[src/rtl/qfcp_pkg.sv]
// ----------------------------------------------------------------------------
// Quadtree fractal code parser package
// Shared types, register map, command and status bundles between the
// controller, the datapath and the register block.
// ----------------------------------------------------------------------------
package qfcp_pkg;

   // Fixed field widths.
   localparam int COORD_W    = 12;
   localparam int SIZE_W     = 13;
   localparam int EXP_W      = 5;
   localparam int FIELD_W    = 15;
   localparam int DOM_W      = 18;
   localparam int CSR_ADDR_W = 5;
   localparam int CSR_DATA_W = 32;

   // Default tree depth bound.
   localparam int DEF_MAX_LEVELS = 12;

   // Last step of the start-up sweep over candidate exponents.
   localparam logic [3:0] SWEEP_LAST = 4'd12;

   // Register reset values.
   localparam logic [3:0]  RST_SCALE_BITS  = 4'd5;
   localparam logic [3:0]  RST_OFFSET_BITS = 4'd7;
   localparam logic [6:0]  RST_MIN_BLOCK   = 7'd4;
   localparam logic [6:0]  RST_MAX_BLOCK   = 7'd16;
   localparam logic [5:0]  RST_DOMAIN_STEP = 6'd1;
   localparam logic [11:0] RST_IMAGE_COLS  = 12'd256;
   localparam logic [11:0] RST_IMAGE_ROWS  = 12'd256;
   localparam logic        RST_COLOR_MODE  = 1'b0;

   // Register indexes.
   typedef enum logic [2:0] {
      REG_SCALE_BITS  = 3'd0,
      REG_OFFSET_BITS = 3'd1,
      REG_MIN_BLOCK   = 3'd2,
      REG_MAX_BLOCK   = 3'd3,
      REG_DOMAIN_STEP = 3'd4,
      REG_IMAGE_COLS  = 3'd5,
      REG_IMAGE_ROWS  = 3'd6,
      REG_COLOR_MODE  = 3'd7
   } reg_idx_type;

   typedef struct packed {
      logic [3:0]  scale_bits;
      logic [3:0]  offset_bits;
      logic [6:0]  min_block;
      logic [6:0]  max_block;
      logic [5:0]  domain_step;
      logic [11:0] image_cols;
      logic [11:0] image_rows;
      logic        color_mode;
   } cfg_type;

   // Datapath operations.
   typedef enum logic [2:0] {
      OP_NONE,
      OP_CLEAR,
      OP_SWEEP,
      OP_SETTLE,
      OP_ADVANCE,
      OP_LOAD,
      OP_BIT,
      OP_EMIT
   } op_type;

   typedef enum logic [1:0] {
      SK_DONE,
      SK_OUT,
      SK_DESCEND,
      SK_STOP
   } settle_kind_type;

   typedef enum logic [1:0] {
      AK_STEP,
      AK_POP,
      AK_DONE
   } adv_kind_type;

   typedef enum logic [1:0] {
      BK_NEXT,
      BK_DESCEND,
      BK_EMIT
   } bit_kind_type;

   typedef struct packed {
      op_type op;
      logic   show;
   } cmd_type;

   typedef struct packed {
      settle_kind_type settle_kind;
      adv_kind_type    adv_kind;
      bit_kind_type    bit_kind;
      logic            bits_left;
      logic            bits_last;
      logic            walk_done;
      logic            out_busy;
      logic            sweep_last;
   } sts_type;

endpackage

[src/rtl/qfcp_csr.sv]
// ----------------------------------------------------------------------------
// Quadtree fractal code parser register block
// Holds the configuration registers behind the APB-style port and flags
// every completed write so that the walk restarts.
// ----------------------------------------------------------------------------
module qfcp_csr
   import qfcp_pkg::*;
(
   input  logic                  clock,
   input  logic                  reset,
   input  logic                  psel,
   input  logic                  penable,
   input  logic                  pwrite,
   input  logic [CSR_ADDR_W-1:0] paddr,
   input  logic [CSR_DATA_W-1:0] pwdata,
   output logic [CSR_DATA_W-1:0] prdata,
   output logic                  pready,
   output cfg_type               cfg,
   output logic                  csr_write
);

   cfg_type     cfg_ff;
   cfg_type     cfg_in;
   reg_idx_type idx;

   assign idx       = reg_idx_type'(paddr[4:2]);
   assign csr_write = psel & penable & pwrite;
   assign pready    = 1'b1;
   assign cfg       = cfg_ff;

   // Register write decode.
   always_comb begin
      cfg_in = cfg_ff;
      if (csr_write) begin
         case (idx)
            REG_SCALE_BITS:  cfg_in.scale_bits  = pwdata[3:0];
            REG_OFFSET_BITS: cfg_in.offset_bits = pwdata[3:0];
            REG_MIN_BLOCK:   cfg_in.min_block   = pwdata[6:0];
            REG_MAX_BLOCK:   cfg_in.max_block   = pwdata[6:0];
            REG_DOMAIN_STEP: cfg_in.domain_step = pwdata[5:0];
            REG_IMAGE_COLS:  cfg_in.image_cols  = pwdata[11:0];
            REG_IMAGE_ROWS:  cfg_in.image_rows  = pwdata[11:0];
            REG_COLOR_MODE:  cfg_in.color_mode  = pwdata[0];
            default:         cfg_in = cfg_ff;
         endcase
      end
   end

   // Read-back multiplexer.
   always_comb begin
      case (idx)
         REG_SCALE_BITS:  prdata = CSR_DATA_W'(cfg_ff.scale_bits);
         REG_OFFSET_BITS: prdata = CSR_DATA_W'(cfg_ff.offset_bits);
         REG_MIN_BLOCK:   prdata = CSR_DATA_W'(cfg_ff.min_block);
         REG_MAX_BLOCK:   prdata = CSR_DATA_W'(cfg_ff.max_block);
         REG_DOMAIN_STEP: prdata = CSR_DATA_W'(cfg_ff.domain_step);
         REG_IMAGE_COLS:  prdata = CSR_DATA_W'(cfg_ff.image_cols);
         REG_IMAGE_ROWS:  prdata = CSR_DATA_W'(cfg_ff.image_rows);
         REG_COLOR_MODE:  prdata = CSR_DATA_W'(cfg_ff.color_mode);
         default:         prdata = '0;
      endcase
   end

   always_ff @(posedge clock) begin
      if (reset) begin
         cfg_ff.scale_bits  <= RST_SCALE_BITS;
         cfg_ff.offset_bits <= RST_OFFSET_BITS;
         cfg_ff.min_block   <= RST_MIN_BLOCK;
         cfg_ff.max_block   <= RST_MAX_BLOCK;
         cfg_ff.domain_step <= RST_DOMAIN_STEP;
         cfg_ff.image_cols  <= RST_IMAGE_COLS;
         cfg_ff.image_rows  <= RST_IMAGE_ROWS;
         cfg_ff.color_mode  <= RST_COLOR_MODE;
      end else begin
         cfg_ff <= cfg_in;
      end
   end

endmodule

[src/rtl/qfcp_dp.sv]
// ----------------------------------------------------------------------------
// Quadtree fractal code parser datapath
// Bit shifter, field assembler, tree position and child stack, start-up
// exponent sweep and the result register. Driven one operation a cycle.
// ----------------------------------------------------------------------------
module qfcp_dp
   import qfcp_pkg::*;
#(
   parameter int MAX_LEVELS = DEF_MAX_LEVELS
)
(
   input  logic               clock,
   input  logic               reset,
   input  cfg_type            cfg,
   input  cmd_type            cmd,
   input  logic [7:0]         req_stream_byte,
   input  logic               rsp_stall,
   output sts_type            sts,
   output logic               rsp_valid,
   output logic [COORD_W-1:0] rsp_block_row,
   output logic [COORD_W-1:0] rsp_block_col,
   output logic [6:0]         rsp_block_size,
   output logic [FIELD_W-1:0] rsp_scale_code,
   output logic [FIELD_W-1:0] rsp_offset_code,
   output logic [7:0]         rsp_chroma_u,
   output logic [7:0]         rsp_chroma_v,
   output logic [2:0]         rsp_isometry,
   output logic [DOM_W-1:0]   rsp_domain_row,
   output logic [DOM_W-1:0]   rsp_domain_col,
   output logic               rsp_last
);

   localparam int LW = $clog2(MAX_LEVELS + 1);
   localparam int IW = (MAX_LEVELS > 1) ? $clog2(MAX_LEVELS) : 1;

   typedef enum logic [3:0] {
      PH_SPLIT,
      PH_SCALE,
      PH_OFFSET,
      PH_U,
      PH_V,
      PH_ISO,
      PH_DROW,
      PH_DCOL,
      PH_EMIT,
      PH_DONE
   } phase_type;

   // Parse state.
   logic [7:0]         buf_ff, buf_in;
   logic [3:0]         rem_ff, rem_in;
   logic [FIELD_W-1:0] acc_ff, acc_in;
   logic [3:0]         idx_ff, idx_in;
   phase_type          phase_ff, phase_in;
   logic [1:0]         stack_ff [MAX_LEVELS];
   logic [1:0]         stack_in [MAX_LEVELS];
   logic [LW-1:0]      level_ff, level_in;
   logic [COORD_W-1:0] row_ff, row_in, col_ff, col_in;
   logic               done_ff, done_in;

   // Record being assembled.
   logic [FIELD_W-1:0] scale_ff, scale_in, offs_ff, offs_in;
   logic [15:0]        chroma_ff, chroma_in;
   logic [2:0]         iso_ff, iso_in;
   logic [DOM_W-1:0]   drow_ff, drow_in, dcol_ff, dcol_in;

   // Exponents found by the start-up sweep.
   logic [3:0] sweep_ff, sweep_in;
   logic [3:0] exp_ff, exp_in, wrow_ff, wrow_in, wcol_ff, wcol_in;
   logic       expf_ff, expf_in, wrowf_ff, wrowf_in, wcolf_ff, wcolf_in;

   // Result register.
   logic               ovalid_ff, ovalid_in, olast_ff, olast_in;
   logic [COORD_W-1:0] orow_ff, orow_in, ocol_ff, ocol_in;
   logic [6:0]         osize_ff, osize_in;
   logic [FIELD_W-1:0] oscale_ff, oscale_in, ooffs_ff, ooffs_in;
   logic [15:0]        ochroma_ff, ochroma_in;
   logic [2:0]         oiso_ff, oiso_in;
   logic [DOM_W-1:0]   odrow_ff, odrow_in, odcol_ff, odcol_in;

   // Effective configuration, a zero acting as one.
   logic [11:0] rows_e, cols_e, span;
   logic [6:0]  minb_e, maxb_e;
   logic [5:0]  step_e;
   logic [3:0]  sbits_e, obits_e;

   assign rows_e  = (cfg.image_rows == '0) ? 12'd1 : cfg.image_rows;
   assign cols_e  = (cfg.image_cols == '0) ? 12'd1 : cfg.image_cols;
   assign span    = (rows_e > cols_e) ? rows_e : cols_e;
   assign minb_e  = (cfg.min_block == '0) ? 7'd1 : cfg.min_block;
   assign maxb_e  = (cfg.max_block == '0) ? 7'd1 : cfg.max_block;
   assign step_e  = (cfg.domain_step == '0) ? 6'd1 : cfg.domain_step;
   assign sbits_e = (cfg.scale_bits == '0) ? 4'd1 : cfg.scale_bits;
   assign obits_e = (cfg.offset_bits == '0) ? 4'd1 : cfg.offset_bits;

   // Node size at the current level.
   logic [EXP_W-1:0]  exp_cap, lvl5;
   logic [SIZE_W-1:0] size;
   logic [11:0]       half;
   logic              at_max;

   assign exp_cap = (EXP_W'(exp_ff) > EXP_W'(MAX_LEVELS)) ?
                    EXP_W'(MAX_LEVELS) : EXP_W'(exp_ff);
   assign lvl5    = EXP_W'(level_ff);
   assign size    = (lvl5 <= exp_cap) ? (SIZE_W'(1) << (exp_cap - lvl5)) : '0;
   assign half    = size[11:0];
   assign at_max  = (level_ff == LW'(MAX_LEVELS));

   // Placement of the current node against the image.
   logic [13:0] row_end, col_end;
   logic        outside, forced, want_split;

   assign row_end    = 14'(row_ff) + 14'(size);
   assign col_end    = 14'(col_ff) + 14'(size);
   assign outside    = (row_ff >= rows_e) || (col_ff >= cols_e);
   assign forced     = (size > SIZE_W'(1)) && !at_max &&
                       ((size > SIZE_W'(maxb_e)) || (row_end > 14'(rows_e)) ||
                        (col_end > 14'(cols_e)));
   assign want_split = (size > SIZE_W'(minb_e)) && !at_max;

   // Top of the child stack.
   logic [LW-1:0] lvl_m1;
   logic [IW-1:0] top_idx, push_idx;
   logic [1:0]    kid;

   assign lvl_m1   = level_ff - LW'(1);
   assign top_idx  = lvl_m1[IW-1:0];
   assign push_idx = level_ff[IW-1:0];
   assign kid      = stack_ff[top_idx];

   // Field assembly for the bit at the head of the shifter.
   logic               bit_cur;
   logic [FIELD_W-1:0] acc_new;
   logic [4:0]         idx_new;
   logic [3:0]         fwidth;
   logic               complete;
   phase_type          np_raw, np;
   logic [17:0]        dom_prod;

   assign bit_cur  = buf_ff[7];
   assign acc_new  = acc_ff | (FIELD_W'(bit_cur) << idx_ff);
   assign idx_new  = 5'(idx_ff) + 5'd1;
   assign complete = (idx_new >= 5'(fwidth));
   assign dom_prod = 18'(acc_new[11:0]) * 18'(step_e);

   always_comb begin
      case (phase_ff)
         PH_SCALE:  fwidth = sbits_e;
         PH_OFFSET: fwidth = obits_e;
         PH_U:      fwidth = 4'd8;
         PH_V:      fwidth = 4'd8;
         PH_ISO:    fwidth = 4'd3;
         PH_DROW:   fwidth = wrow_ff;
         PH_DCOL:   fwidth = wcol_ff;
         default:   fwidth = 4'd0;
      endcase
   end

   // Phase that follows a completed field, zero-width coordinates skipped.
   always_comb begin
      case (phase_ff)
         PH_SCALE:  np_raw = PH_OFFSET;
         PH_OFFSET: np_raw = cfg.color_mode ? PH_U :
                             ((scale_ff != '0) ? PH_ISO : PH_EMIT);
         PH_U:      np_raw = PH_V;
         PH_V:      np_raw = (scale_ff != '0) ? PH_ISO : PH_EMIT;
         PH_ISO:    np_raw = PH_DROW;
         PH_DROW:   np_raw = PH_DCOL;
         default:   np_raw = PH_EMIT;
      endcase
      np = np_raw;
      if (np == PH_DROW && wrow_ff == '0) begin
         np = (wcol_ff == '0) ? PH_EMIT : PH_DCOL;
      end else if (np == PH_DCOL && wcol_ff == '0) begin
         np = PH_EMIT;
      end
   end

   // Sweep candidates for the root exponent and the coordinate widths.
   logic [12:0] pow_n;
   logic [19:0] lim_n;

   assign pow_n = 13'(1) << sweep_ff;
   assign lim_n = (20'(step_e) << sweep_ff) + 20'(step_e);

   // Status towards the controller.
   always_comb begin
      if (done_ff)         sts.settle_kind = SK_DONE;
      else if (outside)    sts.settle_kind = SK_OUT;
      else if (forced)     sts.settle_kind = SK_DESCEND;
      else                 sts.settle_kind = SK_STOP;
      if (level_ff == '0)  sts.adv_kind = AK_DONE;
      else if (kid == 2'd3) sts.adv_kind = AK_POP;
      else                 sts.adv_kind = AK_STEP;
      if (phase_ff == PH_SPLIT) begin
         sts.bit_kind = bit_cur ? BK_DESCEND : BK_NEXT;
      end else begin
         sts.bit_kind = (complete && np == PH_EMIT) ? BK_EMIT : BK_NEXT;
      end
      sts.bits_left  = (rem_ff != '0);
      sts.bits_last  = (rem_ff == 4'd1);
      sts.walk_done  = done_ff;
      sts.out_busy   = ovalid_ff;
      sts.sweep_last = (sweep_ff == SWEEP_LAST);
   end

   // Next-state logic for the operation in hand.
   always_comb begin
      buf_in   = buf_ff;   rem_in   = rem_ff;   acc_in   = acc_ff;
      idx_in   = idx_ff;   phase_in = phase_ff; stack_in = stack_ff;
      level_in = level_ff; row_in   = row_ff;   col_in   = col_ff;
      done_in  = done_ff;  scale_in = scale_ff; offs_in  = offs_ff;
      chroma_in = chroma_ff; iso_in = iso_ff;   drow_in  = drow_ff;
      dcol_in  = dcol_ff;  sweep_in = sweep_ff; exp_in   = exp_ff;
      wrow_in  = wrow_ff;  wcol_in  = wcol_ff;  expf_in  = expf_ff;
      wrowf_in = wrowf_ff; wcolf_in = wcolf_ff;
      orow_in  = orow_ff;  ocol_in  = ocol_ff;  osize_in = osize_ff;
      oscale_in = oscale_ff; ooffs_in = ooffs_ff; ochroma_in = ochroma_ff;
      oiso_in  = oiso_ff;  odrow_in = odrow_ff; odcol_in = odcol_ff;
      olast_in = olast_ff;
      ovalid_in = ovalid_ff && rsp_stall;

      case (cmd.op)
         OP_CLEAR: begin
            buf_in = '0; rem_in = '0; acc_in = '0; idx_in = '0;
            phase_in = PH_SPLIT;
            for (int i = 0; i < MAX_LEVELS; i++) stack_in[i] = 2'd0;
            level_in = '0; row_in = '0; col_in = '0; done_in = 1'b0;
            scale_in = '0; offs_in = '0; chroma_in = '0; iso_in = '0;
            drow_in = '0; dcol_in = '0;
            sweep_in = '0; exp_in = '0; wrow_in = '0; wcol_in = '0;
            expf_in = 1'b0; wrowf_in = 1'b0; wcolf_in = 1'b0;
         end
         OP_SWEEP: begin
            if (!expf_ff && pow_n >= 13'(span)) begin
               exp_in = sweep_ff; expf_in = 1'b1;
            end
            if (!wrowf_ff && 20'(rows_e) < lim_n) begin
               wrow_in = sweep_ff; wrowf_in = 1'b1;
            end
            if (!wcolf_ff && 20'(cols_e) < lim_n) begin
               wcol_in = sweep_ff; wcolf_in = 1'b1;
            end
            sweep_in = sweep_ff + 4'd1;
         end
         OP_SETTLE: begin
            if (sts.settle_kind == SK_DESCEND) begin
               stack_in[push_idx] = 2'd0;
               level_in = level_ff + LW'(1);
            end else if (sts.settle_kind == SK_STOP) begin
               if (want_split) begin
                  phase_in = PH_SPLIT;
               end else begin
                  scale_in = '0; offs_in = '0; chroma_in = '0; iso_in = '0;
                  drow_in = '0; dcol_in = '0; acc_in = '0; idx_in = '0;
                  phase_in = PH_SCALE;
               end
            end
         end
         OP_ADVANCE: begin
            case (sts.adv_kind)
               AK_DONE: begin
                  done_in = 1'b1; phase_in = PH_DONE;
               end
               AK_STEP: begin
                  stack_in[top_idx] = kid + 2'd1;
                  row_in = kid[0] ? (row_ff - half) : (row_ff + half);
                  if (kid == 2'd1) col_in = col_ff + half;
               end
               default: begin
                  row_in = row_ff - half;
                  col_in = col_ff - half;
                  level_in = lvl_m1;
               end
            endcase
         end
         OP_LOAD: begin
            buf_in = req_stream_byte;
            rem_in = 4'd8;
         end
         OP_BIT: begin
            buf_in = {buf_ff[6:0], 1'b0};
            rem_in = rem_ff - 4'd1;
            if (phase_ff == PH_SPLIT) begin
               if (bit_cur) begin
                  stack_in[push_idx] = 2'd0;
                  level_in = level_ff + LW'(1);
               end else begin
                  scale_in = '0; offs_in = '0; chroma_in = '0; iso_in = '0;
                  drow_in = '0; dcol_in = '0; acc_in = '0; idx_in = '0;
                  phase_in = PH_SCALE;
               end
            end else if (complete) begin
               case (phase_ff)
                  PH_SCALE:  scale_in = acc_new;
                  PH_OFFSET: offs_in = acc_new;
                  PH_U:      chroma_in[7:0] = acc_new[7:0];
                  PH_V:      chroma_in[15:8] = acc_new[7:0];
                  PH_ISO:    iso_in = acc_new[2:0];
                  PH_DROW:   drow_in = dom_prod;
                  PH_DCOL:   dcol_in = dom_prod;
                  default:   acc_in = '0;
               endcase
               acc_in = '0; idx_in = '0; phase_in = np;
            end else begin
               acc_in = acc_new; idx_in = idx_new[3:0];
            end
         end
         OP_EMIT: begin
            orow_in = row_ff; ocol_in = col_ff; osize_in = size[6:0];
            oscale_in = scale_ff; ooffs_in = offs_ff; ochroma_in = chroma_ff;
            oiso_in = iso_ff; odrow_in = drow_ff; odcol_in = dcol_ff;
         end
         default: begin
            buf_in = buf_ff;
         end
      endcase

      // A record is shown once the walk has moved past it.
      if (cmd.show) begin
         ovalid_in = 1'b1;
         olast_in  = done_ff;
      end
   end

   always_ff @(posedge clock) begin
      if (reset) begin
         rem_ff    <= '0;
         level_ff  <= '0;
         done_ff   <= 1'b0;
         ovalid_ff <= 1'b0;
         sweep_ff  <= '0;
      end else begin
         rem_ff    <= rem_in;
         level_ff  <= level_in;
         done_ff   <= done_in;
         ovalid_ff <= ovalid_in;
         sweep_ff  <= sweep_in;
      end
      buf_ff <= buf_in;   acc_ff <= acc_in;     idx_ff <= idx_in;
      phase_ff <= phase_in; stack_ff <= stack_in;
      row_ff <= row_in;   col_ff <= col_in;
      scale_ff <= scale_in; offs_ff <= offs_in; chroma_ff <= chroma_in;
      iso_ff <= iso_in;   drow_ff <= drow_in;   dcol_ff <= dcol_in;
      exp_ff <= exp_in;   wrow_ff <= wrow_in;   wcol_ff <= wcol_in;
      expf_ff <= expf_in; wrowf_ff <= wrowf_in; wcolf_ff <= wcolf_in;
      orow_ff <= orow_in; ocol_ff <= ocol_in;   osize_ff <= osize_in;
      oscale_ff <= oscale_in; ooffs_ff <= ooffs_in; ochroma_ff <= ochroma_in;
      oiso_ff <= oiso_in; odrow_ff <= odrow_in; odcol_ff <= odcol_in;
      olast_ff <= olast_in;
   end

   assign rsp_valid       = ovalid_ff;
   assign rsp_block_row   = orow_ff;
   assign rsp_block_col   = ocol_ff;
   assign rsp_block_size  = osize_ff;
   assign rsp_scale_code  = oscale_ff;
   assign rsp_offset_code = ooffs_ff;
   assign rsp_chroma_u    = ochroma_ff[7:0];
   assign rsp_chroma_v    = ochroma_ff[15:8];
   assign rsp_isometry    = oiso_ff;
   assign rsp_domain_row  = odrow_ff;
   assign rsp_domain_col  = odcol_ff;
   assign rsp_last        = olast_ff;

   // The tree never goes deeper than its bound.
   a_level_bound: assert property (@(posedge clock) disable iff (reset)
      level_ff <= LW'(MAX_LEVELS))
      else $error("tree level beyond bound");

   // A record is never captured over one still waiting at the output.
   a_no_overwrite: assert property (@(posedge clock) disable iff (reset)
      (cmd.op == OP_EMIT) |-> !ovalid_ff)
      else $error("result register overwritten");

   // Bits are only consumed while the shifter holds some.
   a_bits_present: assert property (@(posedge clock) disable iff (reset)
      (cmd.op == OP_BIT) |-> (rem_ff != '0 && rem_ff <= 4'd8))
      else $error("bit taken from an empty shifter");

endmodule

[src/rtl/qfcp_ctrl.sv]
// ----------------------------------------------------------------------------
// Quadtree fractal code parser controller
// Sequences the datapath: restart sweep, tree settling, bit consumption and
// record emission, and decides when a new request byte may be taken.
// ----------------------------------------------------------------------------
module qfcp_ctrl
   import qfcp_pkg::*;
(
   input  logic    clock,
   input  logic    reset,
   input  logic    req_valid,
   input  logic    csr_write,
   input  sts_type sts,
   output cmd_type cmd,
   output logic    req_take
);

   typedef enum logic [2:0] {
      S_CLEAR,
      S_SWEEP,
      S_SETTLE,
      S_ADVANCE,
      S_IDLE,
      S_BITS,
      S_EMIT,
      S_DONE
   } state_type;

   state_type state_ff, state_in;
   logic      from_emit_ff, from_emit_in;

   always_comb begin
      state_in     = state_ff;
      from_emit_in = from_emit_ff;
      cmd.op       = OP_NONE;
      cmd.show     = 1'b0;
      req_take     = 1'b0;

      case (state_ff)
         S_CLEAR: begin
            cmd.op   = OP_CLEAR;
            state_in = S_SWEEP;
         end
         S_SWEEP: begin
            cmd.op = OP_SWEEP;
            if (sts.sweep_last) begin
               state_in     = S_SETTLE;
               from_emit_in = 1'b0;
            end
         end
         S_SETTLE: begin
            cmd.op = OP_SETTLE;
            case (sts.settle_kind)
               SK_OUT:     state_in = S_ADVANCE;
               SK_DESCEND: state_in = S_SETTLE;
               default: begin
                  // Walk has settled on a node or finished.
                  cmd.show     = from_emit_ff;
                  from_emit_in = 1'b0;
                  if (sts.walk_done)      state_in = S_DONE;
                  else if (sts.bits_left) state_in = S_BITS;
                  else                    state_in = S_IDLE;
               end
            endcase
         end
         S_ADVANCE: begin
            cmd.op = OP_ADVANCE;
            if (sts.adv_kind != AK_POP) state_in = S_SETTLE;
         end
         S_IDLE: begin
            req_take = 1'b1;
            if (req_valid) begin
               cmd.op   = OP_LOAD;
               state_in = S_BITS;
            end
         end
         S_BITS: begin
            cmd.op = OP_BIT;
            case (sts.bit_kind)
               BK_DESCEND: state_in = S_SETTLE;
               BK_EMIT:    state_in = S_EMIT;
               default: begin
                  if (sts.bits_last) state_in = S_IDLE;
               end
            endcase
         end
         S_EMIT: begin
            if (!sts.out_busy) begin
               cmd.op       = OP_EMIT;
               from_emit_in = 1'b1;
               state_in     = S_ADVANCE;
            end
         end
         S_DONE: begin
            // Later bytes are taken and dropped.
            req_take = 1'b1;
         end
         default: state_in = S_CLEAR;
      endcase

      if (csr_write) state_in = S_CLEAR;
   end

   always_ff @(posedge clock) begin
      if (reset) begin
         state_ff     <= S_CLEAR;
         from_emit_ff <= 1'b0;
      end else begin
         state_ff     <= state_in;
         from_emit_ff <= from_emit_in;
      end
   end

endmodule

[src/rtl/quadtree_fractal_code_parser.sv]
// ----------------------------------------------------------------------------
// Quadtree fractal code parser
// Walks a quadtree fractal code stream byte by byte and emits one transform
// record for each leaf of the tree.
//
//   Channel  Direction  Handshake                Payload
//   req      in         req_valid / req_stall    req_stream_byte
//   rsp      out        rsp_valid / rsp_stall    block position, size, codes
//   csr      in/out     psel, penable, pready    paddr, pwdata, prdata
//
// A byte is loaded into the shifter and then taken one bit per cycle,
// with the walk pausing for each descent or settling step, for each stack
// move when a record ends the node, and to capture each record.
// After reset or any register write the block clears its state and runs
// its exponent sweep, then settles at the root before it takes a byte.
// A stalled result holds the walk only when the next record is ready.
// ----------------------------------------------------------------------------
module quadtree_fractal_code_parser
   import qfcp_pkg::*;
#(
   parameter int MAX_LEVELS = DEF_MAX_LEVELS
)
(
   input  logic                  clock,
   input  logic                  reset,
   input  logic                  req_valid,
   output logic                  req_stall,
   input  logic [7:0]            req_stream_byte,
   output logic                  rsp_valid,
   input  logic                  rsp_stall,
   output logic [COORD_W-1:0]    rsp_block_row,
   output logic [COORD_W-1:0]    rsp_block_col,
   output logic [6:0]            rsp_block_size,
   output logic [FIELD_W-1:0]    rsp_scale_code,
   output logic [FIELD_W-1:0]    rsp_offset_code,
   output logic [7:0]            rsp_chroma_u,
   output logic [7:0]            rsp_chroma_v,
   output logic [2:0]            rsp_isometry,
   output logic [DOM_W-1:0]      rsp_domain_row,
   output logic [DOM_W-1:0]      rsp_domain_col,
   output logic                  rsp_last,
   input  logic                  psel,
   input  logic                  penable,
   input  logic                  pwrite,
   input  logic [CSR_ADDR_W-1:0] paddr,
   input  logic [CSR_DATA_W-1:0] pwdata,
   output logic [CSR_DATA_W-1:0] prdata,
   output logic                  pready
);

   cfg_type cfg;
   cmd_type cmd;
   sts_type sts;
   logic    csr_write;
   logic    req_take;

   assign req_stall = !req_take;

   // Configuration registers.
   qfcp_csr u_csr (
      .clock     (clock),
      .reset     (reset),
      .psel      (psel),
      .penable   (penable),
      .pwrite    (pwrite),
      .paddr     (paddr),
      .pwdata    (pwdata),
      .prdata    (prdata),
      .pready    (pready),
      .cfg       (cfg),
      .csr_write (csr_write)
   );

   // Sequencer.
   qfcp_ctrl u_ctrl (
      .clock     (clock),
      .reset     (reset),
      .req_valid (req_valid),
      .csr_write (csr_write),
      .sts       (sts),
      .cmd       (cmd),
      .req_take  (req_take)
   );

   // Datapath and result register.
   qfcp_dp #(
      .MAX_LEVELS (MAX_LEVELS)
   ) u_dp (
      .clock           (clock),
      .reset           (reset),
      .cfg             (cfg),
      .cmd             (cmd),
      .req_stream_byte (req_stream_byte),
      .rsp_stall       (rsp_stall),
      .sts             (sts),
      .rsp_valid       (rsp_valid),
      .rsp_block_row   (rsp_block_row),
      .rsp_block_col   (rsp_block_col),
      .rsp_block_size  (rsp_block_size),
      .rsp_scale_code  (rsp_scale_code),
      .rsp_offset_code (rsp_offset_code),
      .rsp_chroma_u    (rsp_chroma_u),
      .rsp_chroma_v    (rsp_chroma_v),
      .rsp_isometry    (rsp_isometry),
      .rsp_domain_row  (rsp_domain_row),
      .rsp_domain_col  (rsp_domain_col),
      .rsp_last        (rsp_last)
   );

endmodule
[config.mk]
export PLATFORM = sky130hd
export DESIGN_NAME = quadtree_fractal_code_parser
export DESIGN_NICKNAME = d
export VERILOG_FILES = /design/src/rtl/qfcp_pkg.sv /design/src/rtl/qfcp_csr.sv /design/src/rtl/qfcp_dp.sv /design/src/rtl/qfcp_ctrl.sv /design/src/rtl/quadtree_fractal_code_parser.sv
export SDC_FILE = /design/constraint.sdc
export NUM_CORES = 1
export LEC_CHECK = 0
export BUFFER_PORTS_ARGS = -buffer_cell sky130_fd_sc_hd__buf_2
export CORE_ASPECT_RATIO = 0.6
export CORE_UTILIZATION = 61
export DETAILED_ROUTE_END_ITERATION = 8
export PLACE_DENSITY = 0.81
export SYNTH_ARGS = -nofsm -noshare
export SYNTH_HDL_FRONTEND = slang
export SYNTH_SLANG_ARGS = --single-unit
[constraint.sdc]
create_clock -name clock -period 14.2 [get_ports clock]
set_input_delay 1.42 -clock clock [delete_from_list [all_inputs] [get_ports clock]]
set_output_delay 1.42 -clock clock [all_outputs]
set_load 0.02 [all_outputs]
Yosys cells after proc, flatten, opt, wreduce, memory -nomap -nowiden
Index checks and enable logic that the tools add are counted.

Logic and storage cells: 394. Output and inout port bits: 152. Register bits after elaboration: 367.

Order comparisons: 18. Muxes and demuxes: 147. Eq/ne operators: 72. Bitwise operators: 7. Shifts and indexed selects: 4. Multipliers: 1. Reduce and logical (&&, ||, !) cells: 75. Add/sub/neg operators: 14.

Operators with widths (number): 32-bit case mux with 8 select lines (1); 15-bit two-way mux (12); 18-bit two-way mux (10); 15-bit case mux with 3 select lines (3); 4-bit two-way mux (27); 18-bit case mux with 3 select lines (2); 16-bit two-way mux (6); 24-bit two-way mux (4); 12-bit case mux with 2 select lines (4); 24-bit case mux with 4 select lines (1); 12-bit two-way mux (5); 7-bit AND reduction (7); 16-bit case mux with 3 select lines (1); 4-bit case mux with 6 select lines (2); 3-bit two-way mux (14); 3-bit case mux with 7 select lines (2); 12-bit by 20-bit < comparator with 1-bit output (2); 3-bit equality test (second input constant) (12); 4-bit case mux with 2 select lines (4); 4-bit case mux with 4 select lines (2); 12-bit by 13-bit adder with 14-bit output (2); 14-bit by 12-bit > comparator with 1-bit output (2); 13-bit by 7-bit > comparator with 1-bit output (2); 2-bit AND reduction (13); other kinds (75) (198).

Depth between registers and ports, before layout
Gate-level depths: netlist of run 1.

Word-level depth: 18. Depth in mapped cells: 35. Mapped depth without buffers: 35.

Modules after synthesis
A second synthesis of run 1 with hierarchy kept.

Cells, all modules: 2313. Area total of the unflattened synthesis: 23402.4 sq um.

Modules (own cells, without submodules): qfcp_dp (times used 1, area each 20427.1 sq um, cells an instance 1936); qfcp_csr (times used 1, area each 2538.7 sq um, cells an instance 314); qfcp_ctrl (times used 1, area each 432.9 sq um, cells an instance 62); quadtree_fractal_code_parser (times used 1, area each 3.8 sq um, cells an instance 1).

Worst setup path before layout of run 1
Ideal clock, no wire load.

Kind: register -> register. Start point: register u_ctrl.state_ff[1]. End point: register u_dp.ochroma_ff[0] (enable). Arrival: 11789 ps. Path slack: 1535 ps. Cell stages (with the launch flop): 4. Data required time: 13324 ps. Cell sequence: dfxtp_1 -> clkbuf_1 -> clkinv_1 -> nor4_1.

Word-level cells in the longest chain between the ends: 3. Elaborated cells between the ends (all ways): 9.

RTL lines: start, declared (RTL line qfcp_ctrl.sv:29) `state_type state_ff, state_in;`; start signal, assigned (RTL line qfcp_ctrl.sv:109) `state_ff <= state_in;`; 3-bit equality test (tied with other cells) (RTL line qfcp_ctrl.sv:39) `case (state_ff)`; 3-bit case mux with 7 select lines * (RTL line qfcp_ctrl.sv:39); 3-bit equality test * (RTL line qfcp_dp.sv:223) `case (cmd.op)`; end signal, assigned (RTL line qfcp_dp.sv:348) `oscale_ff <= oscale_in; ooffs_ff <= ooffs_in; ochroma_ff <= ochroma_in;`; end, declared (RTL line qfcp_dp.sv:77) `logic [15:0] ochroma_ff, ochroma_in;`.

Every way passes the cells marked *; elsewhere a longest branch is shown, timed or not. A chain may end at the register's enable or synchronous reset.

Worst setup path after layout of run 1
Start point: register u_dp.level_ff[0]. End point: register u_dp.drow_ff[4] (enable).

Word-level cells in the longest chain between the ends: 14. Elaborated cells between the ends (all ways): 27.

RTL lines: start, declared (RTL line qfcp_dp.sv:57) `logic [LW-1:0] level_ff, level_in;`; start signal, assigned (RTL line qfcp_dp.sv:335) `level_ff <= level_in;`; 5-bit by 4-bit subtractor with 5-bit output (RTL line qfcp_dp.sv:105) `assign size = (lvl5 <= exp_cap) ? (SIZE_W'(1) << (exp_cap - lvl5)) : '0;`; 1-bit by 5-bit left shift with 13-bit output (RTL line qfcp_dp.sv:105); 13-bit two-way mux * (RTL line qfcp_dp.sv:105); via u_dp.size[2] (RTL line qfcp_dp.sv:98) `logic [SIZE_W-1:0] size;`; 12-bit by 13-bit adder with 14-bit output (RTL line qfcp_dp.sv:113) `assign row_end = 14'(row_ff) + 14'(size);`; 14-bit by 12-bit > comparator with 1-bit output (RTL line qfcp_dp.sv:117) `((size > SIZE_W'(maxb_e)) || (row_end > 14'(rows_e)) ||`; 1-bit logical OR (2 in series) (RTL line qfcp_dp.sv:117); 1-bit logical AND (RTL line qfcp_dp.sv:116) `assign forced = (size > SIZE_W'(1)) && !at_max &&`; 1-bit two-way mux (RTL line qfcp_dp.sv:190) `else if (forced) sts.settle_kind = SK_DESCEND;`; 2-bit two-way mux (RTL line qfcp_dp.sv:189) `else if (outside) sts.settle_kind = SK_OUT;`; 2-bit two-way mux (RTL line qfcp_dp.sv:188) `if (done_ff) sts.settle_kind = SK_DONE;`; 2-bit equality test (on tied branches) (RTL line qfcp_dp.sv:250, qfcp_dp.sv:247); 2-bit by 1-bit != test with 1-bit output (no line) or 2-bit != test (tied branches); 7-bit AND reduction (no line) *; end signal, assigned (RTL line qfcp_dp.sv:344) `iso_ff <= iso_in; drow_ff <= drow_in; dcol_ff <= dcol_in;`; end, declared (RTL line qfcp_dp.sv:65) `logic [DOM_W-1:0] drow_ff, drow_in, dcol_ff, dcol_in;`.

Mark *: on every way through the listed nets, which the timed path passes. The rest lies on a longest branch.

==> report_table.html, run 1 <==
<table>
<tr><th>Metric</th><th>Value</th></tr>
<tr><th colspan="2">Finish</th></tr>
<tr><td>Post-layout net count</td><td>2709</td></tr>
<tr><td>Area growth from synthesis to final layout</td><td>9.29%</td></tr>
<tr><td>Layout cell share with drive strength beyond 1</td><td>0.114</td></tr>
<tr><td>Number of antenna cells inserted</td><td>0</td></tr>
<tr><td>Final instance area</td><td>25400 um2</td></tr>
<tr><th colspan="2">Routing</th></tr>
<tr><td>DRT iter0 DRCs</td><td>2250</td></tr>
<tr><td>Iteration count of the initial detailed-routing pass</td><td>6</td></tr>
<tr><td>Detailed-route vias per instance</td><td>6.28</td></tr>
<tr><td>WL per Instance</td><td>20.7 um</td></tr>
<tr><td>Number of remaining DRC errors</td><td>0</td></tr>
<tr><td>Post-route ant nets</td><td>0</td></tr>
<tr><td>Vias</td><td>18354</td></tr>
<tr><td>Final WL</td><td>60400 um</td></tr>
<tr><th colspan="2">Global route</th></tr>
<tr><td>Overflow after GRT</td><td>0</td></tr>
<tr><td>Wire length of the first global-routing pass</td><td>94400 um</td></tr>
<tr><td>Antenna violations before repair</td><td>1</td></tr>
<tr><td>Maximum number of pins on one net before global-route repair</td><td>70</td></tr>
<tr><td>Vias in the first global route</td><td>17151</td></tr>
<tr><td>Global-route usage over all layers</td><td>0.310</td></tr>
<tr><th colspan="2">Worst setup path</th></tr>
<tr><td>Setup CP Type</td><td>flip-flop to flip-flop</td></tr>
<tr><td>R2r startpoint</td><td>u_dp.level_ff[0]</td></tr>
<tr><td>Cells on worst reg2reg path</td><td>28</td></tr>
<tr><td>Worst stage delay on the critical path</td><td>0.90 ns</td></tr>
<tr><td>Terminus of the critical flop-to-flop path</td><td>u_dp.drow_ff[4]</td></tr>
<tr><td>Worst reg2reg setup slack</td><td>4.48 ns</td></tr>
<tr><td>Cell at the slowest stage of the critical path</td><td>sky130_fd_sc_hd__dfxtp_1</td></tr>
<tr><td>Worst path arrival time</td><td>9.86 ns</td></tr>
<tr><td>Crit Path Max Fanout</td><td>18</td></tr>
<tr><td>Data required time at the worst endpoint</td><td>14.34 ns</td></tr>
<tr><td>Startpoint class of the critical path</td><td>flip-flop</td></tr>
<tr><td>Kind of end point of the critical path</td><td>flip-flop</td></tr>
<tr><td>Launching element of the worst setup path</td><td>u_dp.level_ff[0]</td></tr>
<tr><th colspan="2">Power</th></tr>
<tr><td>Leakage dissipation</td><td>0.0104 uW</td></tr>
<tr><td>Total power</td><td>5150 uW</td></tr>
<tr><td>Maximum vdd drop</td><td>0.137 mV</td></tr>
<tr><td>Power per Cell Area</td><td>203 nW/um2</td></tr>
<tr><th colspan="2">Timing</th></tr>
<tr><td>Final count of hold timing violations</td><td>0</td></tr>
<tr><td>Transition at the pin with the smallest max-transition slack</td><td>1.29 ns</td></tr>
<tr><td>Final Setup Violations</td><td>0</td></tr>
<tr><td>Setup repair after global routing missed its margin</td><td>false</td></tr>
<tr><td>Worst Hold Margin</td><td>0.411 ns</td></tr>
<tr><td>Clock Skew</td><td>0.0306 ns</td></tr>
<tr><td>Worst-case headroom to the max-slew limit</td><td>0.143</td></tr>
<tr><td>Final worst path period share</td><td>0.685</td></tr>
<tr><td>Maximum clock rate</td><td>103 MHz</td></tr>
<tr><td>Final critical-path required period</td><td>9.72 ns</td></tr>
<tr><td>Pins over their slew limit</td><td>0</td></tr>
<tr><td>Post-Route Setup TNS</td><td>0 ns</td></tr>
<tr><th colspan="2">Clock network</th></tr>
<tr><td>CTS H-tree lvls</td><td>2</td></tr>
<tr><td>Clock transition time at the flip-flop clock pins of the worst setup and hold paths</td><td>0.07 ns</td></tr>
<tr><td>Sink Count</td><td>367</td></tr>
<tr><td>Post-cts gate resize count</td><td>0</td></tr>
<tr><td>Buffers inserted during post-CTS setup optimization</td><td>0</td></tr>
<tr><td>Hold_buf cts</td><td>0</td></tr>
<tr><td>Clock Latency Late Sink</td><td>0.55 ns</td></tr>
<tr><td>Clock tree from TritonCTS</td><td>done</td></tr>
<tr><td>Maximum clock path buffer count</td><td>3</td></tr>
<tr><td>Root Driver</td><td>sky130_fd_sc_hd__clkbuf_16</td></tr>
<tr><td>Number of clock buffers inserted by TritonCTS</td><td>35</td></tr>
<tr><th colspan="2">Yosys</th></tr>
<tr><td>Post-synthesis average cell area</td><td>10.1 um2</td></tr>
<tr><td>Number of standard cells after synthesis</td><td>2296</td></tr>
<tr><td>Fraction of the yosys area taken by sequential cells</td><td>0.444</td></tr>
<tr><td>Synth area leader</td><td>sky130_fd_sc_hd__edfxtp_1</td></tr>
<tr><td>Area fraction of the dominant cell type after synthesis</td><td>0.383</td></tr>
<tr><td>Area of the mapped netlist</td><td>23200 um2</td></tr>
<tr><td>FF+latch count, synth</td><td>367</td></tr>
<tr><td>Top post-synthesis cells by count</td><td>sky130_fd_sc_hd__edfxtp_1 (296), sky130_fd_sc_hd__nor2_1 (264), sky130_fd_sc_hd__ha_1 (220), sky130_fd_sc_hd__nand2_1 (196), sky130_fd_sc_hd__inv_1 (157)</td></tr>
<tr><td>Synth area leaders</td><td>sky130_fd_sc_hd__edfxtp_1 (38%), sky130_fd_sc_hd__ha_1 (12%), sky130_fd_sc_hd__dfxtp_1 (6.1%)</td></tr>
<tr><td>Main flop type after synthesis</td><td>sky130_fd_sc_hd__edfxtp_1</td></tr>
<tr><td>Yosys Warn Count</td><td>0</td></tr>
<tr><td>Post-synthesis async set-or-reset flop share</td><td>0</td></tr>
<tr><td>Post-synth EDFFs</td><td>296</td></tr>
<tr><td>Distinct cell type count of the synthesized netlist</td><td>86</td></tr>
<tr><td>Dominant cell by count in the synthesized netlist</td><td>sky130_fd_sc_hd__edfxtp_1</td></tr>
<tr><th colspan="2">Hold path</th></tr>
<tr><td>Worst hold path class</td><td>flip-flop to flip-flop</td></tr>
<tr><td>Hold Path Stages</td><td>0</td></tr>
<tr><td>Worst min-delay path startpoint</td><td>u_dp.chroma_ff[15]</td></tr>
<tr><td>End point of the most critical hold path</td><td>u_dp.ochroma_ff[15]</td></tr>
<tr><th colspan="2">Job</th></tr>
<tr><td>Number of maximum-capacitance violations</td><td>0</td></tr>
<tr><th colspan="2">Floorplanning</th></tr>
<tr><td>CORE AREA</td><td>36900 um2</td></tr>
<tr><td>Chip Width</td><td>254 um</td></tr>
<tr><td>Die boundary height</td><td>153 um</td></tr>
<tr><td>Initial core utilization</td><td>0.630</td></tr>
<tr><td>Placement row count</td><td>54</td></tr>
<tr><td>Die Area</td><td>38900 um2</td></tr>
<tr><td>Io pins</td><td>204</td></tr>
<tr><th colspan="2">Place</th></tr>
<tr><td>Number of buffers inserted by port buffering</td><td>160</td></tr>
<tr><td>Weighted congestion at the end of routability-driven global placement</td><td>0.986</td></tr>
<tr><td>Post-DP Area</td><td>24200 um2</td></tr>
<tr><td>DP Wirelength</td><td>45400 um</td></tr>
<tr><th colspan="2">Run status</th></tr>
<tr><td>Status</td><td>completed</td></tr>
</table>
==> worst max-delay path: cells and delay by family (launching register included) <==
kind            cells  cell delay (ns)
compound gates     13             4.11
simple gates        8             2.46
fa+ha+maj           5             1.45
flops               1             0.90
xor+xnor            1             0.25
buf+inv             1             0.10
==> through the flow <==
step                      worst slack (ns)   util  std cells
after floorplan                       1.54      -       2315
after global placement                4.76  0.657       2857
after detailed placement              4.75  0.657       2857
after CTS                             4.63  0.688       2921
after global routing                  3.67  0.688       2921
final                                 4.48  0.688       2921
==> registers in the layout, indices dropped and copies added, names as in the netlist, 16 cells and up <==
name                 flops
u_dp.drow_ff            18
u_dp.dcol_ff            18
u_csr.cfg               53
u_dp.rsp_domain_row     18
u_dp.rsp_domain_col     18
u_dp.ochroma_ff         16
u_dp.chroma_ff          16
u_dp.stack_ff           24
==> worst max-delay path by stage <==
stage,end,cells after the start
after global routing,u_dp.drow_ff[7],26
after CTS,u_dp.drow_ff[4],28
final,u_dp.drow_ff[4],28
after detailed placement,u_dp.drow_ff[2],28
after floorplan,u_dp.ochroma_ff[0],3
after global placement,u_dp.drow_ff[2],28
==> layer usage <==
metal / vias up / part of all wire / global-route usage
met5: - / 0 / 0
met1: 8845 / 0.46 / 0.485
met2: 1054 / 0.41 / 0.435
met3: 84 / 0.12 / 0.0777
met4: 0 / 0.014 / 0.0539
li1: 8371 / - / -
==> placed cells by master (no fill, tap or decap), types with 10 or more instances in the layout <==
cell | Yosys | final
sky130_fd_sc_hd__a21o_1 | 31 | 31
sky130_fd_sc_hd__nor3_1 | 52 | 51
sky130_fd_sc_hd__and3_1 | 12 | 12
sky130_fd_sc_hd__edfxtp_1 | 296 | 296
sky130_fd_sc_hd__nand4_1 | 18 | 18
sky130_fd_sc_hd__nand3_1 | 32 | 32
sky130_fd_sc_hd__buf_2 | 9 | 160
sky130_fd_sc_hd__buf_4 | 21 | 17
sky130_fd_sc_hd__dfxtp_1 | 71 | 71
sky130_fd_sc_hd__o21ai_1 | 11 | 12
sky130_fd_sc_hd__nor2_1 | 264 | 264
sky130_fd_sc_hd__a31oi_1 | 18 | 18
sky130_fd_sc_hd__o21ai_0 | 96 | 93
sky130_fd_sc_hd__xnor2_1 | 39 | 39
sky130_fd_sc_hd__inv_1 | 157 | 157
sky130_fd_sc_hd__nor2b_1 | 43 | 43
sky130_fd_sc_hd__conb_1 | 2 | 21
sky130_fd_sc_hd__ha_1 | 220 | 220
sky130_fd_sc_hd__or3_1 | 14 | 14
sky130_fd_sc_hd__o22ai_1 | 16 | 16
sky130_fd_sc_hd__clkbuf_16 | 0 | 36
sky130_fd_sc_hd__a21oi_1 | 142 | 141
sky130_fd_sc_hd__mux2i_1 | 61 | 61
sky130_fd_sc_hd__nand2_1 | 196 | 196
sky130_fd_sc_hd__a211oi_1 | 19 | 19
sky130_fd_sc_hd__o21a_1 | 18 | 18
sky130_fd_sc_hd__xor2_1 | 28 | 28
sky130_fd_sc_hd__nand2b_1 | 26 | 26
sky130_fd_sc_hd__a22o_1 | 22 | 22
sky130_fd_sc_hd__nor4_1 | 17 | 16
sky130_fd_sc_hd__and2_1 | 18 | 18
sky130_fd_sc_hd__fa_1 | 47 | 47
sky130_fd_sc_hd__a211o_1 | 10 | 10
==> cell families after synthesis <==
family	count (synthesis)	share of synthesized area
flops	367	0.444
compound gates	495	0.139
xor+xnor	67	0.0253
other cells	2	0.000323
mux	73	0.0355
fa+ha+maj	267	0.159
simple gates	724	0.144
buf+inv	301	0.0535
==> cell type report <==
class / instances / area [um2]
Inverter: 162 / 608
Clock buffer: 45 / 975
Clock inverter: 19 / 164
Fill cell: 2751 / 11500
Sequential cell: 367 / 10300
Multi-Input combinational cell: 1647 / 11800
Timing Repair Buffer: 177 / 928
Tap cell: 504 / 631
==> power by group <==
part           total (uW)  switching (uW)  internal (uW)  leakage (uW)
Sequential           1710             183           1530       0.00364
Clock                 938             425            513      0.000565
Combinational        2500            1610            893       0.00624
Total                5150            2220           2930        0.0104
(Power assumes the default switching activity.)
==> run 2: changes to the inputs <==
==> constraint.sdc (replaced) <==
create_clock -name clock -period 9.1 [get_ports clock]
set_input_delay 0.91 -clock clock [delete_from_list [all_inputs] [get_ports clock]]
set_output_delay 0.91 -clock clock [all_outputs]
set_load 0.02 [all_outputs]
==> run 2 against run 1 <==
Design area increased by 0.55%. Clock power increased by 65%. Non-clock buffer count increased by 5. Sequential cell count unchanged. Total power increased by 60%. Critical path depth unchanged. Final cell count increased by 0.21%. Routed wire length increased by 2.6%. Register-to-register slack got worse by 4.0 ns. Die area unchanged. Combinational power increased by 60%.
==> report_table.html, run 2 (synthesized netlist as in run 1, its figures left out) <==
<table>
<tr><th>Metric</th><th>Value</th></tr>
<tr><th colspan="2">Routing</th></tr>
<tr><td>DRT iter0 DRCs</td><td>2546</td></tr>
<tr><td>Number of remaining DRC errors</td><td>0</td></tr>
<tr><td>Post-route ant nets</td><td>0</td></tr>
<tr><td>Detailed-route vias per instance</td><td>6.26</td></tr>
<tr><td>WL per Instance</td><td>21.2 um</td></tr>
<tr><td>Final WL</td><td>62000 um</td></tr>
<tr><td>Vias</td><td>18332</td></tr>
<tr><td>Iteration count of the initial detailed-routing pass</td><td>7</td></tr>
<tr><th colspan="2">Clock network</th></tr>
<tr><td>Clock Latency Late Sink</td><td>0.55 ns</td></tr>
<tr><td>Buffers inserted during post-CTS setup optimization</td><td>0</td></tr>
<tr><td>Root Driver</td><td>sky130_fd_sc_hd__clkbuf_16</td></tr>
<tr><td>Maximum clock path buffer count</td><td>3</td></tr>
<tr><td>Clock tree from TritonCTS</td><td>done</td></tr>
<tr><td>CTS H-tree lvls</td><td>2</td></tr>
<tr><td>Sink Count</td><td>367</td></tr>
<tr><td>Clock transition time at the flip-flop clock pins of the worst setup and hold paths</td><td>0.07 ns</td></tr>
<tr><td>Number of clock buffers inserted by TritonCTS</td><td>35</td></tr>
<tr><th colspan="2">Timing</th></tr>
<tr><td>Final Setup Violations</td><td>0</td></tr>
<tr><td>Worst Hold Margin</td><td>0.419 ns</td></tr>
<tr><td>Maximum clock rate</td><td>116 MHz</td></tr>
<tr><td>Worst-case headroom to the max-slew limit</td><td>0.211</td></tr>
<tr><td>Clock Skew</td><td>0.0192 ns</td></tr>
<tr><td>Transition at the pin with the smallest max-transition slack</td><td>1.18 ns</td></tr>
<tr><td>Final worst path period share</td><td>0.945</td></tr>
<tr><td>Final setup slack of the worst path</td><td>0.498 ns</td></tr>
<tr><td>Pins over their slew limit</td><td>0</td></tr>
<tr><td>Final critical-path required period</td><td>8.60 ns</td></tr>
<tr><td>Post-Route Setup TNS</td><td>0 ns</td></tr>
<tr><td>Final count of hold timing violations</td><td>0</td></tr>
<tr><th colspan="2">Finish</th></tr>
<tr><td>Filler cells</td><td>2743</td></tr>
<tr><td>Area growth from synthesis to final layout</td><td>9.89%</td></tr>
<tr><td>Multi-input logic area</td><td>11800 um2</td></tr>
<tr><td>Max FFs per register</td><td>53</td></tr>
<tr><td>Storage cell area</td><td>10300 um2</td></tr>
<tr><td>Leading cell type in the layout, fill and taps excluded</td><td>sky130_fd_sc_hd__edfxtp_1</td></tr>
<tr><td>Post-layout net count</td><td>2714</td></tr>
<tr><td>Most used cells in the layout excluding fill and tap cells</td><td>sky130_fd_sc_hd__edfxtp_1 (296), sky130_fd_sc_hd__nor2_1 (264), sky130_fd_sc_hd__ha_1 (220), sky130_fd_sc_hd__nand2_1 (196), sky130_fd_sc_hd__buf_2 (160)</td></tr>
<tr><td>Final Core Density</td><td>0.692</td></tr>
<tr><td>Layout cell share with drive strength beyond 1</td><td>0.116</td></tr>
<tr><th colspan="2">Global route</th></tr>
<tr><td>Maximum number of pins on one net before global-route repair</td><td>70</td></tr>
<tr><td>Overflow after GRT</td><td>0</td></tr>
<tr><td>Antenna violations before repair</td><td>0</td></tr>
<tr><td>Global-route usage over all layers</td><td>0.318</td></tr>
<tr><td>Wire length of the first global-routing pass</td><td>96300 um</td></tr>
<tr><td>Vias in the first global route</td><td>17056</td></tr>
<tr><th colspan="2">Worst setup path</th></tr>
<tr><td>Worst stage delay on the critical path</td><td>0.66 ns</td></tr>
<tr><td>Startpoint class of the critical path</td><td>flip-flop</td></tr>
<tr><td>Buffer and inverter count on the worst path</td><td>4</td></tr>
<tr><td>Kind of end point of the critical path</td><td>flip-flop</td></tr>
<tr><td>Setup CP Type</td><td>flip-flop to flip-flop</td></tr>
<tr><td>Most frequent CP cell</td><td>sky130_fd_sc_hd__ha_1</td></tr>
<tr><td>Crit Path Max Fanout</td><td>18</td></tr>
<tr><td>Worst path arrival time</td><td>8.82 ns</td></tr>
<tr><td>Data required time at the worst endpoint</td><td>9.32 ns</td></tr>
<tr><td>Cell at the slowest stage of the critical path</td><td>sky130_fd_sc_hd__dfxtp_1</td></tr>
<tr><td>Kind of cell adding the most delay to the critical path</td><td>compound AO/OA/AOI/OAI gates</td></tr>
<tr><th colspan="2">Floorplanning</th></tr>
<tr><td>Placement row count</td><td>54</td></tr>
<tr><td>Io pins</td><td>204</td></tr>
<tr><td>CORE AREA</td><td>36900 um2</td></tr>
<tr><td>Die boundary height</td><td>153 um</td></tr>
<tr><td>Initial core utilization</td><td>0.630</td></tr>
<tr><td>Die Area</td><td>38900 um2</td></tr>
<tr><td>Chip Width</td><td>254 um</td></tr>
<tr><th colspan="2">Run status</th></tr>
<tr><td>Status</td><td>completed</td></tr>
<tr><th colspan="2">Power</th></tr>
<tr><td>Maximum vdd drop</td><td>0.216 mV</td></tr>
<tr><td>Power per Cell Area</td><td>322 nW/um2</td></tr>
<tr><td>Leakage dissipation</td><td>0.0105 uW</td></tr>
<tr><th colspan="2">Place</th></tr>
<tr><td>Weighted congestion at the end of routability-driven global placement</td><td>0.972</td></tr>
<tr><td>Number of buffers inserted by port buffering</td><td>160</td></tr>
<tr><td>DP Wirelength</td><td>46600 um</td></tr>
<tr><td>Worst slack after detailed placement</td><td>0.740 ns</td></tr>
<tr><th colspan="2">Hold path</th></tr>
<tr><td>Worst hold path class</td><td>flip-flop to flip-flop</td></tr>
<tr><th colspan="2">Job</th></tr>
<tr><td>Number of maximum-capacitance violations</td><td>0</td></tr>
</table>
## run 2: cell count changes in the layout (fill, tap and decap cells not counted), moves of 2 or more
cell,before,now
sky130_fd_sc_hd__buf_4,17,22
sky130_fd_sc_hd__clkinv_2,9,5
sky130_fd_sc_hd__bufinv_16,1,4
sky130_fd_sc_hd__clkinv_1,6,8
## run 2: through the flow
stage / total power [uW] / instances / instance area, um2
after floorplan: 5420 / 2315 / 23300
after global placement: 6350 / 2862 / 24300
after detailed placement: 6540 / 2862 / 24300
after CTS: 8090 / 2926 / 25500
after global routing: 8680 / 2926 / 25500
final: 8210 / 2927 / 25500
## run 2: layer usage
layer,up-vias,GRT usage,part of all wire
met5,-,0,0
met2,1049,0.444,0.41
met4,0,0.0531,0.013
met1,8808,0.506,0.46
li1,8389,-,-
met3,86,0.0722,0.12
## run 2: final timing paths
path | startpoint | end | slack (ns) | cells after the start
max | u_dp.level_ff[2] | u_dp.drow_ff[3] | 0.50 | 28
min | u_dp.offs_ff[5] | u_dp.rsp_offset_code[5] | 0.42 | 0
max reg2reg | u_dp.level_ff[2] | u_dp.drow_ff[3] | 0.50 | 28
min reg2reg | u_dp.offs_ff[5] | u_dp.rsp_offset_code[5] | 0.42 | 0
## run 2: layout make-up
type | count | share of cell area
multi-input combinational | 1647 | 0.462
sequential | 367 | 0.404
clock buffer | 45 | 0.0382
timing repair buffer | 182 | 0.0378
tap | 504 | 0.0247
inverter | 162 | 0.0238
clock inverter | 19 | 0.00917
antenna | 1 | 0.0000981
## run 2: timing repair
action	4_1_cts	5_1_grt
hold buffers	0	0
endpoints found under the setup margin	0	104
gates resized for setup	0	3
hold endpoints to repair	0	0
## run 2: where the power goes
part	internal, uW	switching [uW]	total [uW]
registers	2380	289	2670
clock network	883	666	1550
logic	1430	2560	4000
